**config.mk**
```make
export PLATFORM = sky130hd
export DESIGN_NAME = signal_window_aggregator_top_flat
export DESIGN_NICKNAME = d
export VERILOG_FILES = /design/src/rtl/swa_pkg.sv /design/src/rtl/swa_if.sv /design/src/rtl/swa_ram.sv /design/src/rtl/swa_div.sv /design/src/rtl/signal_window_aggregator_top.sv /design/src/flat_wrapper.sv
export SDC_FILE = /design/constraint.sdc
export NUM_CORES = 2
export LEC_CHECK = 0
export BUFFER_PORTS_ARGS = -buffer_cell sky130_fd_sc_hd__buf_2
export CAP_MARGIN = 20
export CELL_PAD_IN_SITES_DETAIL_PLACEMENT = 1
export CELL_PAD_IN_SITES_GLOBAL_PLACEMENT = 1
export CORE_MARGIN = 2
export CORE_UTILIZATION = 51
export CTS_BUF_LIST = sky130_fd_sc_hd__clkbuf_8
export DETAILED_ROUTE_END_ITERATION = 12
export PLACE_DENSITY_LB_ADDON = 0.1
export SYNTH_ARGS = -nofsm -noshare
export SYNTH_HDL_FRONTEND = slang
export SYNTH_SLANG_ARGS = --single-unit
```
**constraint.sdc**
```tcl
create_clock -name clock -period 11.2 [get_ports clock]
set_input_delay 0.56 -clock clock [delete_from_list [all_inputs] [get_ports clock]]
set_output_delay 0.56 -clock clock [all_outputs]
set_load 0.01 [all_outputs]
```
**src/rtl/swa_pkg.sv**
```systemverilog
// package for the signal window aggregator: field widths, command codes,
// table entry layout and sequencer states. no dependencies
`default_nettype none
package swa_pkg;

   localparam int ID_W        = 31;
   localparam int STR_W       = 8;
   localparam int MAG_W       = 7;
   localparam int SUM_W       = 24;
   localparam int CNT_W       = 16;
   localparam int AVG_W       = 11;
   localparam int FRAC_W      = 4;
   localparam int DIVIDEND_W  = SUM_W + FRAC_W;
   localparam int STEP_W      = $clog2(AVG_W);
   localparam int RES_LIMIT   = 32;
   localparam int RES_CNT_W   = $clog2(RES_LIMIT + 1);

   localparam logic [STR_W-1:0] INVALID_STRENGTH = 8'd99;
   localparam logic [CNT_W-1:0] COUNT_MAX        = 16'hFFFF;

   typedef enum logic [1:0] {
      CMD_REPORT   = 2'd0,
      CMD_LINE_END = 2'd1,
      CMD_CLOSE    = 2'd2
   } cmd_type;

   typedef struct packed {
      logic [ID_W-1:0]  id;
      logic [SUM_W-1:0] sum;
      logic [CNT_W-1:0] seen;
      logic             serving;
   } entry_type;

   localparam int ENTRY_W = $bits(entry_type);

   typedef struct packed {
      logic             done;
      logic [AVG_W-1:0] quotient;
   } div_status_type;

   typedef enum logic [2:0] {
      ST_IDLE,
      ST_SCAN,
      ST_INSERT,
      ST_CLOSE_READ,
      ST_CLOSE_EVAL,
      ST_CLOSE_PUSH,
      ST_CLOSE_DIV,
      ST_CLOSE_END
   } state_type;

endpackage
`default_nettype wire

```
**src/rtl/swa_if.sv**
```systemverilog
// channel interfaces for the report input and the result output
// depends on swa_pkg
`default_nettype none
interface swa_req_if;
   import swa_pkg::*;
   logic                    valid;
   logic                    ready;
   logic [1:0]              command;
   logic [ID_W-1:0]         transmitter_id;
   logic signed [STR_W-1:0] strength;
   logic                    serving;

   modport source (output valid, command, transmitter_id, strength, serving, input ready);
   modport sink   (input valid, command, transmitter_id, strength, serving, output ready);
endinterface

interface swa_rsp_if;
   import swa_pkg::*;
   logic             valid;
   logic             ready;
   logic             entry_valid;
   logic [ID_W-1:0]  entry_id;
   logic [AVG_W-1:0] average_strength;
   logic             was_serving;
   logic [CNT_W-1:0] dropped_reports;
   logic             last;

   modport source (output valid, entry_valid, entry_id, average_strength, was_serving,
                   dropped_reports, last, input ready);
   modport sink   (input valid, entry_valid, entry_id, average_strength, was_serving,
                   dropped_reports, last, output ready);
endinterface
`default_nettype wire

```
**src/rtl/swa_ram.sv**
```systemverilog
// generic single write port, single read port ram with registered read
// no dependencies
`default_nettype none
module swa_ram #(
   parameter int WIDTH = 8,
   parameter int DEPTH = 32
) (
   input  wire logic                     clock,
   input  wire logic                     wr_en,
   input  wire logic [$clog2(DEPTH)-1:0] wr_addr,
   input  wire logic [WIDTH-1:0]         wr_data,
   input  wire logic [$clog2(DEPTH)-1:0] rd_addr,
   output logic      [WIDTH-1:0]         rd_data
);
   logic [WIDTH-1:0] mem_ff [DEPTH];
   logic [WIDTH-1:0] rd_data_ff;

   always_ff @(posedge clock) begin
      if (wr_en) begin
         mem_ff[wr_addr] <= wr_data;
      end
      rd_data_ff <= mem_ff[rd_addr];
   end

   assign rd_data = rd_data_ff;
endmodule
`default_nettype wire

```
**src/rtl/swa_div.sv**
```systemverilog
// restoring divider for the average: (sum * 16) / seen, one quotient bit a cycle
// depends on swa_pkg
`default_nettype none
module swa_div (
   input  wire logic                         clock,
   input  wire logic                         reset,
   input  wire logic                         start,
   input  wire logic [swa_pkg::SUM_W-1:0]    dividend,
   input  wire logic [swa_pkg::CNT_W-1:0]    divisor,
   output swa_pkg::div_status_type           status
);
   import swa_pkg::*;

   logic                    busy_ff, busy_in;
   logic                    done_ff, done_in;
   logic [STEP_W-1:0]       step_ff, step_in;
   logic [CNT_W-1:0]        rem_ff, rem_in;
   logic [AVG_W-1:0]        low_ff, low_in;
   logic [AVG_W-1:0]        quo_ff, quo_in;
   logic [CNT_W-1:0]        div_ff, div_in;
   logic [DIVIDEND_W-1:0]   numer;
   logic [CNT_W:0]          trial;
   logic                    fits;

   // quotient is below 2^11 since sum <= 127 * seen, so the top part starts below seen
   assign numer = {dividend, {FRAC_W{1'b0}}};
   assign trial = {rem_ff, low_ff[AVG_W-1]};
   assign fits  = trial >= {1'b0, div_ff};

   always_comb begin
      busy_in = busy_ff;
      done_in = 1'b0;
      step_in = step_ff;
      rem_in  = rem_ff;
      low_in  = low_ff;
      quo_in  = quo_ff;
      div_in  = div_ff;
      if (start) begin
         busy_in = 1'b1;
         step_in = '0;
         rem_in  = numer[AVG_W+CNT_W-1:AVG_W];
         low_in  = numer[AVG_W-1:0];
         quo_in  = '0;
         div_in  = divisor;
      end else if (busy_ff) begin
         rem_in  = fits ? CNT_W'(trial - {1'b0, div_ff}) : trial[CNT_W-1:0];
         low_in  = {low_ff[AVG_W-2:0], 1'b0};
         quo_in  = {quo_ff[AVG_W-2:0], fits};
         step_in = step_ff + STEP_W'(1);
         if (step_ff == STEP_W'(AVG_W - 1)) begin
            busy_in = 1'b0;
            done_in = 1'b1;
         end
      end
   end

   always_ff @(posedge clock) begin
      if (reset) begin
         busy_ff <= 1'b0;
         done_ff <= 1'b0;
      end else begin
         busy_ff <= busy_in;
         done_ff <= done_in;
      end
   end

   always_ff @(posedge clock) begin
      step_ff <= step_in;
      rem_ff  <= rem_in;
      low_ff  <= low_in;
      quo_ff  <= quo_in;
      div_ff  <= div_in;
   end

   assign status.done     = done_ff;
   assign status.quotient = quo_ff;
endmodule
`default_nettype wire

```
**src/rtl/signal_window_aggregator_top.sv**
```systemverilog
// top level of the signal window aggregator: sequencer around the entry table
// depends on swa_pkg, swa_if, swa_ram, swa_div
//
//   channel  dir  contents
//   req      in   command, transmitter_id, strength, serving
//   rsp      out  entry_valid, entry_id, average_strength, was_serving,
//                 dropped_reports, last
//
// a report is handled after acceptance by the read latency of the table, one compare per
// stored entry through the single read port, an insert or drop state and the return to
// idle; a hit returns early, an empty table goes straight to insert. line end, unknown
// commands and ignored reports are handled in the idle state. close reads and evaluates
// each stored entry, pushes and runs the 11-step divide for each kept entry, then closes,
// and output stalls add to that. reset is synchronous; the table needs no
// clearing. a new transaction is taken as soon as the sequencer is idle, even while the
// last result still waits in the output register.
`default_nettype none
module signal_window_aggregator_top #(
   parameter int TABLE_DEPTH = 32
) (
   input wire logic   clock,
   input wire logic   reset,
   swa_req_if.sink    req_chan,
   swa_rsp_if.source  rsp_chan
);
   import swa_pkg::*;

   localparam int IDX_W  = $clog2(TABLE_DEPTH);
   localparam int USED_W = $clog2(TABLE_DEPTH + 1);
   localparam logic [USED_W-1:0] USED_FULL = USED_W'(TABLE_DEPTH);

   state_type              state_ff, state_in;
   logic [USED_W-1:0]      used_ff, used_in;
   logic [CNT_W-1:0]       line_ff, line_in;
   logic [CNT_W-1:0]       drop_ff, drop_in;
   logic [USED_W-1:0]      ptr_ff, ptr_in;
   logic                   chk_vld_ff, chk_vld_in;
   logic [USED_W-1:0]      chk_idx_ff, chk_idx_in;
   logic                   pend_ff, pend_in;
   logic [RES_CNT_W-1:0]   kept_ff, kept_in;
   logic                   out_vld_ff, out_vld_in;

   logic [ID_W-1:0]        item_id_ff, item_id_in;
   logic [MAG_W-1:0]       item_str_ff, item_str_in;
   logic                   item_srv_ff, item_srv_in;
   entry_type              cur_ff, cur_in;
   logic [ID_W-1:0]        pend_id_ff, pend_id_in;
   logic [AVG_W-1:0]       pend_avg_ff, pend_avg_in;
   logic                   pend_srv_ff, pend_srv_in;
   logic                   out_ent_ff, out_ent_in;
   logic [ID_W-1:0]        out_id_ff, out_id_in;
   logic [AVG_W-1:0]       out_avg_ff, out_avg_in;
   logic                   out_srv_ff, out_srv_in;
   logic [CNT_W-1:0]       out_drop_ff, out_drop_in;
   logic                   out_last_ff, out_last_in;

   logic                   ram_we;
   logic [IDX_W-1:0]       ram_waddr;
   entry_type              ram_wdata;
   entry_type              ram_rdata;
   logic                   div_start;
   div_status_type         div_stat;

   logic                   accept;
   logic                   str_ok;
   logic                   hit;
   logic                   last_chk;
   logic                   keep;
   logic                   slot_free;
   entry_type              upd;

   swa_ram #(
      .WIDTH (ENTRY_W),
      .DEPTH (TABLE_DEPTH)
   ) u_table (
      .clock   (clock),
      .wr_en   (ram_we),
      .wr_addr (ram_waddr),
      .wr_data (ram_wdata),
      .rd_addr (ptr_ff[IDX_W-1:0]),
      .rd_data (ram_rdata)
   );

   swa_div u_div (
      .clock    (clock),
      .reset    (reset),
      .start    (div_start),
      .dividend (cur_ff.sum),
      .divisor  (cur_ff.seen),
      .status   (div_stat)
   );

   assign req_chan.ready = (state_ff == ST_IDLE);
   assign accept         = req_chan.valid && req_chan.ready;
   assign str_ok         = !req_chan.strength[STR_W-1] &&
                           (req_chan.strength != INVALID_STRENGTH);
   assign hit            = chk_vld_ff && (ram_rdata.id == item_id_ff);
   assign last_chk       = (chk_idx_ff + USED_W'(1)) == used_ff;
   assign keep           = {ram_rdata.seen, 1'b0} > {1'b0, line_ff};
   assign slot_free      = !out_vld_ff || rsp_chan.ready;

   always_comb begin
      upd = ram_rdata;
      if (ram_rdata.seen != COUNT_MAX) begin
         upd.sum  = ram_rdata.sum + SUM_W'(item_str_ff);
         upd.seen = ram_rdata.seen + CNT_W'(1);
      end
      upd.serving = ram_rdata.serving | item_srv_ff;
   end

   // next state
   always_comb begin
      state_in = state_ff;
      unique case (state_ff)
         ST_IDLE: begin
            if (accept) begin
               case (cmd_type'(req_chan.command))
                  CMD_REPORT: begin
                     if (str_ok) begin
                        state_in = (used_ff == '0) ? ST_INSERT : ST_SCAN;
                     end
                  end
                  CMD_CLOSE: state_in = ST_CLOSE_READ;
                  default:   state_in = ST_IDLE;
               endcase
            end
         end
         ST_SCAN: begin
            if (hit) begin
               state_in = ST_IDLE;
            end else if (chk_vld_ff && last_chk) begin
               state_in = ST_INSERT;
            end
         end
         ST_INSERT:     state_in = ST_IDLE;
         ST_CLOSE_READ: state_in = (ptr_ff == used_ff) ? ST_CLOSE_END : ST_CLOSE_EVAL;
         ST_CLOSE_EVAL: begin
            if (!keep) begin
               state_in = ST_CLOSE_READ;
            end else if (kept_ff == RES_CNT_W'(RES_LIMIT)) begin
               state_in = ST_CLOSE_END;
            end else begin
               state_in = ST_CLOSE_PUSH;
            end
         end
         ST_CLOSE_PUSH: begin
            if (!pend_ff || slot_free) begin
               state_in = ST_CLOSE_DIV;
            end
         end
         ST_CLOSE_DIV: begin
            if (div_stat.done) begin
               state_in = ST_CLOSE_READ;
            end
         end
         ST_CLOSE_END: begin
            if (slot_free) begin
               state_in = ST_IDLE;
            end
         end
         default: state_in = ST_IDLE;
      endcase
   end

   // datapath and outputs
   always_comb begin
      used_in     = used_ff;
      line_in     = line_ff;
      drop_in     = drop_ff;
      ptr_in      = ptr_ff;
      chk_vld_in  = 1'b0;
      chk_idx_in  = chk_idx_ff;
      pend_in     = pend_ff;
      kept_in     = kept_ff;
      item_id_in  = item_id_ff;
      item_str_in = item_str_ff;
      item_srv_in = item_srv_ff;
      cur_in      = cur_ff;
      pend_id_in  = pend_id_ff;
      pend_avg_in = pend_avg_ff;
      pend_srv_in = pend_srv_ff;
      out_vld_in  = out_vld_ff && !rsp_chan.ready;
      out_ent_in  = out_ent_ff;
      out_id_in   = out_id_ff;
      out_avg_in  = out_avg_ff;
      out_srv_in  = out_srv_ff;
      out_drop_in = out_drop_ff;
      out_last_in = out_last_ff;
      ram_we      = 1'b0;
      ram_waddr   = chk_idx_ff[IDX_W-1:0];
      ram_wdata   = upd;
      div_start   = 1'b0;
      unique case (state_ff)
         ST_IDLE: begin
            if (accept) begin
               item_id_in  = req_chan.transmitter_id;
               item_str_in = req_chan.strength[MAG_W-1:0];
               item_srv_in = req_chan.serving;
               ptr_in      = '0;
               kept_in     = '0;
               pend_in     = 1'b0;
               case (cmd_type'(req_chan.command))
                  CMD_LINE_END: begin
                     if (line_ff != COUNT_MAX) begin
                        line_in = line_ff + CNT_W'(1);
                     end
                  end
                  default: line_in = line_ff;
               endcase
            end
         end
         ST_SCAN: begin
            chk_vld_in = ptr_ff < used_ff;
            chk_idx_in = ptr_ff;
            ptr_in     = ptr_ff + USED_W'(1);
            if (hit) begin
               ram_we = 1'b1;
            end
         end
         ST_INSERT: begin
            if (used_ff != USED_FULL) begin
               ram_we            = 1'b1;
               ram_waddr         = used_ff[IDX_W-1:0];
               ram_wdata.id      = item_id_ff;
               ram_wdata.sum     = SUM_W'(item_str_ff);
               ram_wdata.seen    = CNT_W'(1);
               ram_wdata.serving = item_srv_ff;
               used_in           = used_ff + USED_W'(1);
            end else if (drop_ff != COUNT_MAX) begin
               drop_in = drop_ff + CNT_W'(1);
            end
         end
         ST_CLOSE_READ: begin
            ptr_in = ptr_ff;
         end
         ST_CLOSE_EVAL: begin
            cur_in = ram_rdata;
            if (!keep) begin
               ptr_in = ptr_ff + USED_W'(1);
            end
         end
         ST_CLOSE_PUSH: begin
            if (!pend_ff || slot_free) begin
               div_start = 1'b1;
               if (pend_ff) begin
                  out_vld_in  = 1'b1;
                  out_ent_in  = 1'b1;
                  out_id_in   = pend_id_ff;
                  out_avg_in  = pend_avg_ff;
                  out_srv_in  = pend_srv_ff;
                  out_drop_in = drop_ff;
                  out_last_in = 1'b0;
                  pend_in     = 1'b0;
               end
            end
         end
         ST_CLOSE_DIV: begin
            if (div_stat.done) begin
               pend_in     = 1'b1;
               pend_id_in  = cur_ff.id;
               pend_avg_in = div_stat.quotient;
               pend_srv_in = cur_ff.serving;
               kept_in     = kept_ff + RES_CNT_W'(1);
               ptr_in      = ptr_ff + USED_W'(1);
            end
         end
         ST_CLOSE_END: begin
            if (slot_free) begin
               out_vld_in  = 1'b1;
               out_ent_in  = pend_ff;
               out_id_in   = pend_ff ? pend_id_ff : '0;
               out_avg_in  = pend_ff ? pend_avg_ff : '0;
               out_srv_in  = pend_ff && pend_srv_ff;
               out_drop_in = drop_ff;
               out_last_in = 1'b1;
               pend_in     = 1'b0;
               used_in     = '0;
               line_in     = '0;
               drop_in     = '0;
            end
         end
         default: pend_in = pend_ff;
      endcase
   end

   always_ff @(posedge clock) begin
      if (reset) begin
         state_ff   <= ST_IDLE;
         used_ff    <= '0;
         line_ff    <= '0;
         drop_ff    <= '0;
         ptr_ff     <= '0;
         chk_vld_ff <= 1'b0;
         chk_idx_ff <= '0;
         pend_ff    <= 1'b0;
         kept_ff    <= '0;
         out_vld_ff <= 1'b0;
      end else begin
         state_ff   <= state_in;
         used_ff    <= used_in;
         line_ff    <= line_in;
         drop_ff    <= drop_in;
         ptr_ff     <= ptr_in;
         chk_vld_ff <= chk_vld_in;
         chk_idx_ff <= chk_idx_in;
         pend_ff    <= pend_in;
         kept_ff    <= kept_in;
         out_vld_ff <= out_vld_in;
      end
   end

   always_ff @(posedge clock) begin
      item_id_ff  <= item_id_in;
      item_str_ff <= item_str_in;
      item_srv_ff <= item_srv_in;
      cur_ff      <= cur_in;
      pend_id_ff  <= pend_id_in;
      pend_avg_ff <= pend_avg_in;
      pend_srv_ff <= pend_srv_in;
      out_ent_ff  <= out_ent_in;
      out_id_ff   <= out_id_in;
      out_avg_ff  <= out_avg_in;
      out_srv_ff  <= out_srv_in;
      out_drop_ff <= out_drop_in;
      out_last_ff <= out_last_in;
   end

   assign rsp_chan.valid            = out_vld_ff;
   assign rsp_chan.entry_valid      = out_ent_ff;
   assign rsp_chan.entry_id         = out_id_ff;
   assign rsp_chan.average_strength = out_avg_ff;
   assign rsp_chan.was_serving      = out_srv_ff;
   assign rsp_chan.dropped_reports  = out_drop_ff;
   assign rsp_chan.last             = out_last_ff;
endmodule
`default_nettype wire

```
**src/flat_wrapper.sv**
```systemverilog
// flat-port wrapper written by rule: the top's interface ports become plain ports
module signal_window_aggregator_top_flat import swa_pkg::*;
#(
   parameter int TABLE_DEPTH = 32
)
  (clock, reset, req_chan_valid, req_chan_command, req_chan_transmitter_id, req_chan_strength, req_chan_serving, req_chan_ready, rsp_chan_valid, rsp_chan_entry_valid, rsp_chan_entry_id, rsp_chan_average_strength, rsp_chan_was_serving, rsp_chan_dropped_reports, rsp_chan_last, rsp_chan_ready);
  swa_req_if req_chan_i ();
  swa_rsp_if rsp_chan_i ();
  input wire logic clock;
  input wire logic reset;
  input wire logic [$bits(req_chan_i.valid)-1:0] req_chan_valid;
  input wire logic [$bits(req_chan_i.command)-1:0] req_chan_command;
  input wire logic [$bits(req_chan_i.transmitter_id)-1:0] req_chan_transmitter_id;
  input wire logic [$bits(req_chan_i.strength)-1:0] req_chan_strength;
  input wire logic [$bits(req_chan_i.serving)-1:0] req_chan_serving;
  output wire logic [$bits(req_chan_i.ready)-1:0] req_chan_ready;
  output wire logic [$bits(rsp_chan_i.valid)-1:0] rsp_chan_valid;
  output wire logic [$bits(rsp_chan_i.entry_valid)-1:0] rsp_chan_entry_valid;
  output wire logic [$bits(rsp_chan_i.entry_id)-1:0] rsp_chan_entry_id;
  output wire logic [$bits(rsp_chan_i.average_strength)-1:0] rsp_chan_average_strength;
  output wire logic [$bits(rsp_chan_i.was_serving)-1:0] rsp_chan_was_serving;
  output wire logic [$bits(rsp_chan_i.dropped_reports)-1:0] rsp_chan_dropped_reports;
  output wire logic [$bits(rsp_chan_i.last)-1:0] rsp_chan_last;
  input wire logic [$bits(rsp_chan_i.ready)-1:0] rsp_chan_ready;
  assign req_chan_i.valid = req_chan_valid;
  assign req_chan_i.command = req_chan_command;
  assign req_chan_i.transmitter_id = req_chan_transmitter_id;
  assign req_chan_i.strength = req_chan_strength;
  assign req_chan_i.serving = req_chan_serving;
  assign req_chan_ready = req_chan_i.ready;
  assign rsp_chan_valid = rsp_chan_i.valid;
  assign rsp_chan_entry_valid = rsp_chan_i.entry_valid;
  assign rsp_chan_entry_id = rsp_chan_i.entry_id;
  assign rsp_chan_average_strength = rsp_chan_i.average_strength;
  assign rsp_chan_was_serving = rsp_chan_i.was_serving;
  assign rsp_chan_dropped_reports = rsp_chan_i.dropped_reports;
  assign rsp_chan_last = rsp_chan_i.last;
  assign rsp_chan_i.ready = rsp_chan_ready;
  signal_window_aggregator_top #(.TABLE_DEPTH(TABLE_DEPTH)) u_core (.clock(clock), .reset(reset), .req_chan(req_chan_i), .rsp_chan(rsp_chan_i));
endmodule
```
==> run_results.csv <==
group,metric,value,unit
outcome,status,"finished, final reports clean",
clock_network,cts_tree,"yes",
pwr,p_int,0.0199,W
critical_path,crit_path_frequent_cell,"buf_4",
critical_path,path_cells,"inv_1 -> ha_1 -> nor4b_1 -> nand2_1 -> nand2_4 -> buf_4 -> a22o_1 -> nand2_1 -> nor2_4 -> buf_4 -> buf_4",
routing,drt_iter0_drc,5730,
routing,avgRoutedWirePerCell,33.0,um
final_layout,layout-drive-gt1-share,29.5,%
grt,antenna_found_initial,24,
placement,dpl.cell_count,7429,
clock_network,cts_max_level,5,
critical_path,max_stage_delay,780,ps
synth,synthTopCellsByArea,"edfxtp_1 (74%), mux4_2 (16%), dfxtp_1 (2.9%)",
synth,synth_area_per_cell,21.6,um^2
pwr,leakage,36.8,nW
sta,tns,0,ps
sta,drv_slew,0,
clock_network,clock_latency,1130,ps
sta,setup_viol,0,
clock_network,post-cts-setup-buffers,0,
grt,track_usage,27.1,%
clock_network,clock_sinks,2675,
sta,rsz0062_at_grt,"no",
sta,min_period_over_period,49.4,%
clock_network,cts_hold_buf,47,
critical_path,crit_slowest_cell,"nor4b_1",
routing,viasPerCell,6.16,
clock_network,clk_pin_slew_worst_paths,60,ps
synth,synth_fp_nets,4853,
pwr,netSwitchingPower,0.00880,W
routing,wl,274000,um
placement,io_buffers,108,
final_layout,fin_nets,5390,
clock_network,clockRootBuffer,"clkbuf_8",
grt,first_global_vias,53500,
critical_path,critPathArrivalTime,6220,ps
pwr,seq_power_share,48.0,%
final_layout,fin_cells,8300,
grt,grt_first_pass_wirelength,394000,um
clock_network,cts_buffer_depth,4,
final_layout,flow.area_growth_from_synthesis,13.4,%
hold_path,hp-class,"in2reg",
critical_path,path_class,"reg2reg",
pwr,swShare,30.7,%
routing,dr.max_layer_used,"met5",
synth,ys_types,66,
grt,gr-total-overflow,0,
floorplanning,die_h,453,um
synth,yosys.area.top_type,"edfxtp_1",
critical_path,end_kind,"register",
critical_path,path_delay_family,"simple AND/OR/NAND/NOR gates",
synth,ys_warn_count,0,
synth,synth-seq-cells,2675,
synth,synth-edff-count,2525,
critical_path,start_kind,"register",
clock_network,cts-buffers-inserted,442,
sta,maxSlewHeadroom,23.6,%
placement,gp_congestion,0.798,
sta,worst_pin_slew,1150,ps
synth,async_flop_share,0,%
routing,wl_met3,24800,um
grt,grt_max_degree,139,
floorplanning,io_pins,109,
floorplanning,die_area,0.205,mm^2
pwr,p_per_area,246,mW/mm^2
routing,drc_errors,0,
critical_path,critPathRequiredTime,11890,ps
job,maxCapViolations,0,
pwr,p_clk_share,27.5,%
sta,min_period,5530,ps
synth,synth_top_area_share,73.7,%
final_layout,layout_commonest_cell,"edfxtp_1",
routing,vias,51100,
placement,dp_hpwl,159000,um
synth,syn_inst,4750,
routing,wl_met1,118000,um
final_layout,mostFrequentLayoutCells,"edfxtp_1 (2525), mux4_2 (710), clkbuf_8 (472), inv_1 (221), nand2_1 (205)",
sta,timing.fmax,0.181,GHz
routing,final_antenna_net_count,0,
routing,dr.pass1.iters,5,
critical_path,worst-path-buf-inv,4,
routing,dr_wl_met2,126000,um
floorplanning,dieWidth,453,um
pwr,pwr-share-comb,24.5,%
pwr,peakVddDrop,0.197,mV
critical_path,crit_fanout,43,
sta,finalClockSkew,66.2,ps
synth,synthFlopType,"edfxtp_1",
floorplanning,floorplan.initialDensity,51.4,%
floorplanning,core,0.200,mm^2
synth,yosysSeqAreaShare,76.7,%
sta,hold_violations,0,
synth,netlist_area,0.103,mm^2
clock_network,cts-resized-gates,0,
floorplanning,core.rowCount,164,
## layout make-up
class	count	area, um^2
timing repair buffer	316	2860
multi-input combinational	1788	23300
sequential	2675	78800
inverter	64	243
antenna	5	12.5
fill	16900	83500
tap	2656	3320
clock inverter	324	1520
clock buffer	472	6500
## worst reg2reg max path, cell delays in order (launching register included)
cell and delay, ps:
dfxtp_1 390, inv_1 150, ha_1 160, nor4b_1 780
nand2_1 270, nand2_4 320, buf_4 540, a22o_1 330
nand2_1 260, nor2_4 540, buf_4 590, buf_4 730
## metrics by stage
step	total power (W)	cell area, um^2	util (%)	hold slack [ps]	worst slack [ps]
final	0.0287	117000	58.3	177	5670
after global routing	0.0297	117000	58.3	117	5350
after CTS	0.0285	116000	58.0	63.9	5640
after detailed placement	0.0207	108000	53.8	405	5700
after global placement	0.0203	107000	53.6	400	5780
after floorplan	0.0176	103000	-	400	5690
## metal layers
layer / GRT usage, % / vias to the layer above
met5: 0 / -
met3: 6.61 / 359
met4: 6.29 / 2
met1: 40.8 / 27700
li1: - / 20800
met2: 40.4 / 2214
## sequential cells by signal, indices dropped and copies added (netlist names), 31 cells and up
| name | flops |
|---|---|
| u_core.cur_ff | 71 |
| u_core.u_table.rd_data | 71 |
| u_core.u_table.mem_ff | 2272 |
| u_core.rsp_chan.entry_id | 31 |
| u_core.pend_id_ff | 31 |
| u_core.item_id_ff | 31 |
## power by group through the flow
stage          Clock (W)  Sequential (W)  Combinational (W)
6_report         0.00790          0.0137            0.00702
5_1_grt          0.00849          0.0138            0.00747
4_1_cts          0.00806          0.0138            0.00669
3_5_place_dp           0          0.0140            0.00667
3_3_place_gp           0          0.0140            0.00629
2_1_floorplan          0          0.0138            0.00379
## synthesized netlist by cell type, types with 33 or more instances
| cell | n |
|---|---|
| a21oi_1 | 70 |
| and2_1 | 50 |
| buf_1 | 60 |
| clkbuf_1 | 128 |
| dfxtp_1 | 150 |
| edfxtp_1 | 2525 |
| ha_1 | 55 |
| inv_1 | 63 |
| mux2_2 | 72 |
| mux4_2 | 710 |
| nand2_1 | 206 |
| nand3_1 | 45 |
| nand4_1 | 33 |
| nor2_1 | 172 |
| o21ai_0 | 38 |
| xnor2_1 | 72 |
| xor2_1 | 37 |
## cells by family (layout without fill, tap and decap cells)
| group | after synthesis | in the layout | share of synthesized area, % |
|---|---|---|---|
| muxes | 795 | 795 | 16.5 |
| DFF | 2675 | 2675 | 76.7 |
| and+or+nand+nor | 613 | 613 | 2.77 |
| adders and majority gates | 57 | 57 | 0.708 |
| other | 0 | 5 | 0 |
| AOI/OAI and AO/OA | 214 | 214 | 1.33 |
| buffers and inverters | 287 | 1176 | 1.13 |
| xor gates and xnor gates | 109 | 109 | 0.929 |
## final timing paths
path | startpoint | end | slack, ps | cells past startpoint
max reg2reg | u_core.used_ff[0] | u_core.u_table.mem_ff[24][55] | 5670 | 11
min reg2reg | u_core.cur_ff[10] | u_core.u_div.div_ff[9] | 410 | 0
max | u_core.used_ff[0] | u_core.u_table.mem_ff[24][55] | 5670 | 11
min | req_chan_serving | u_core.item_srv_ff | 180 | 2
Power figures use the tool's default switching activity.
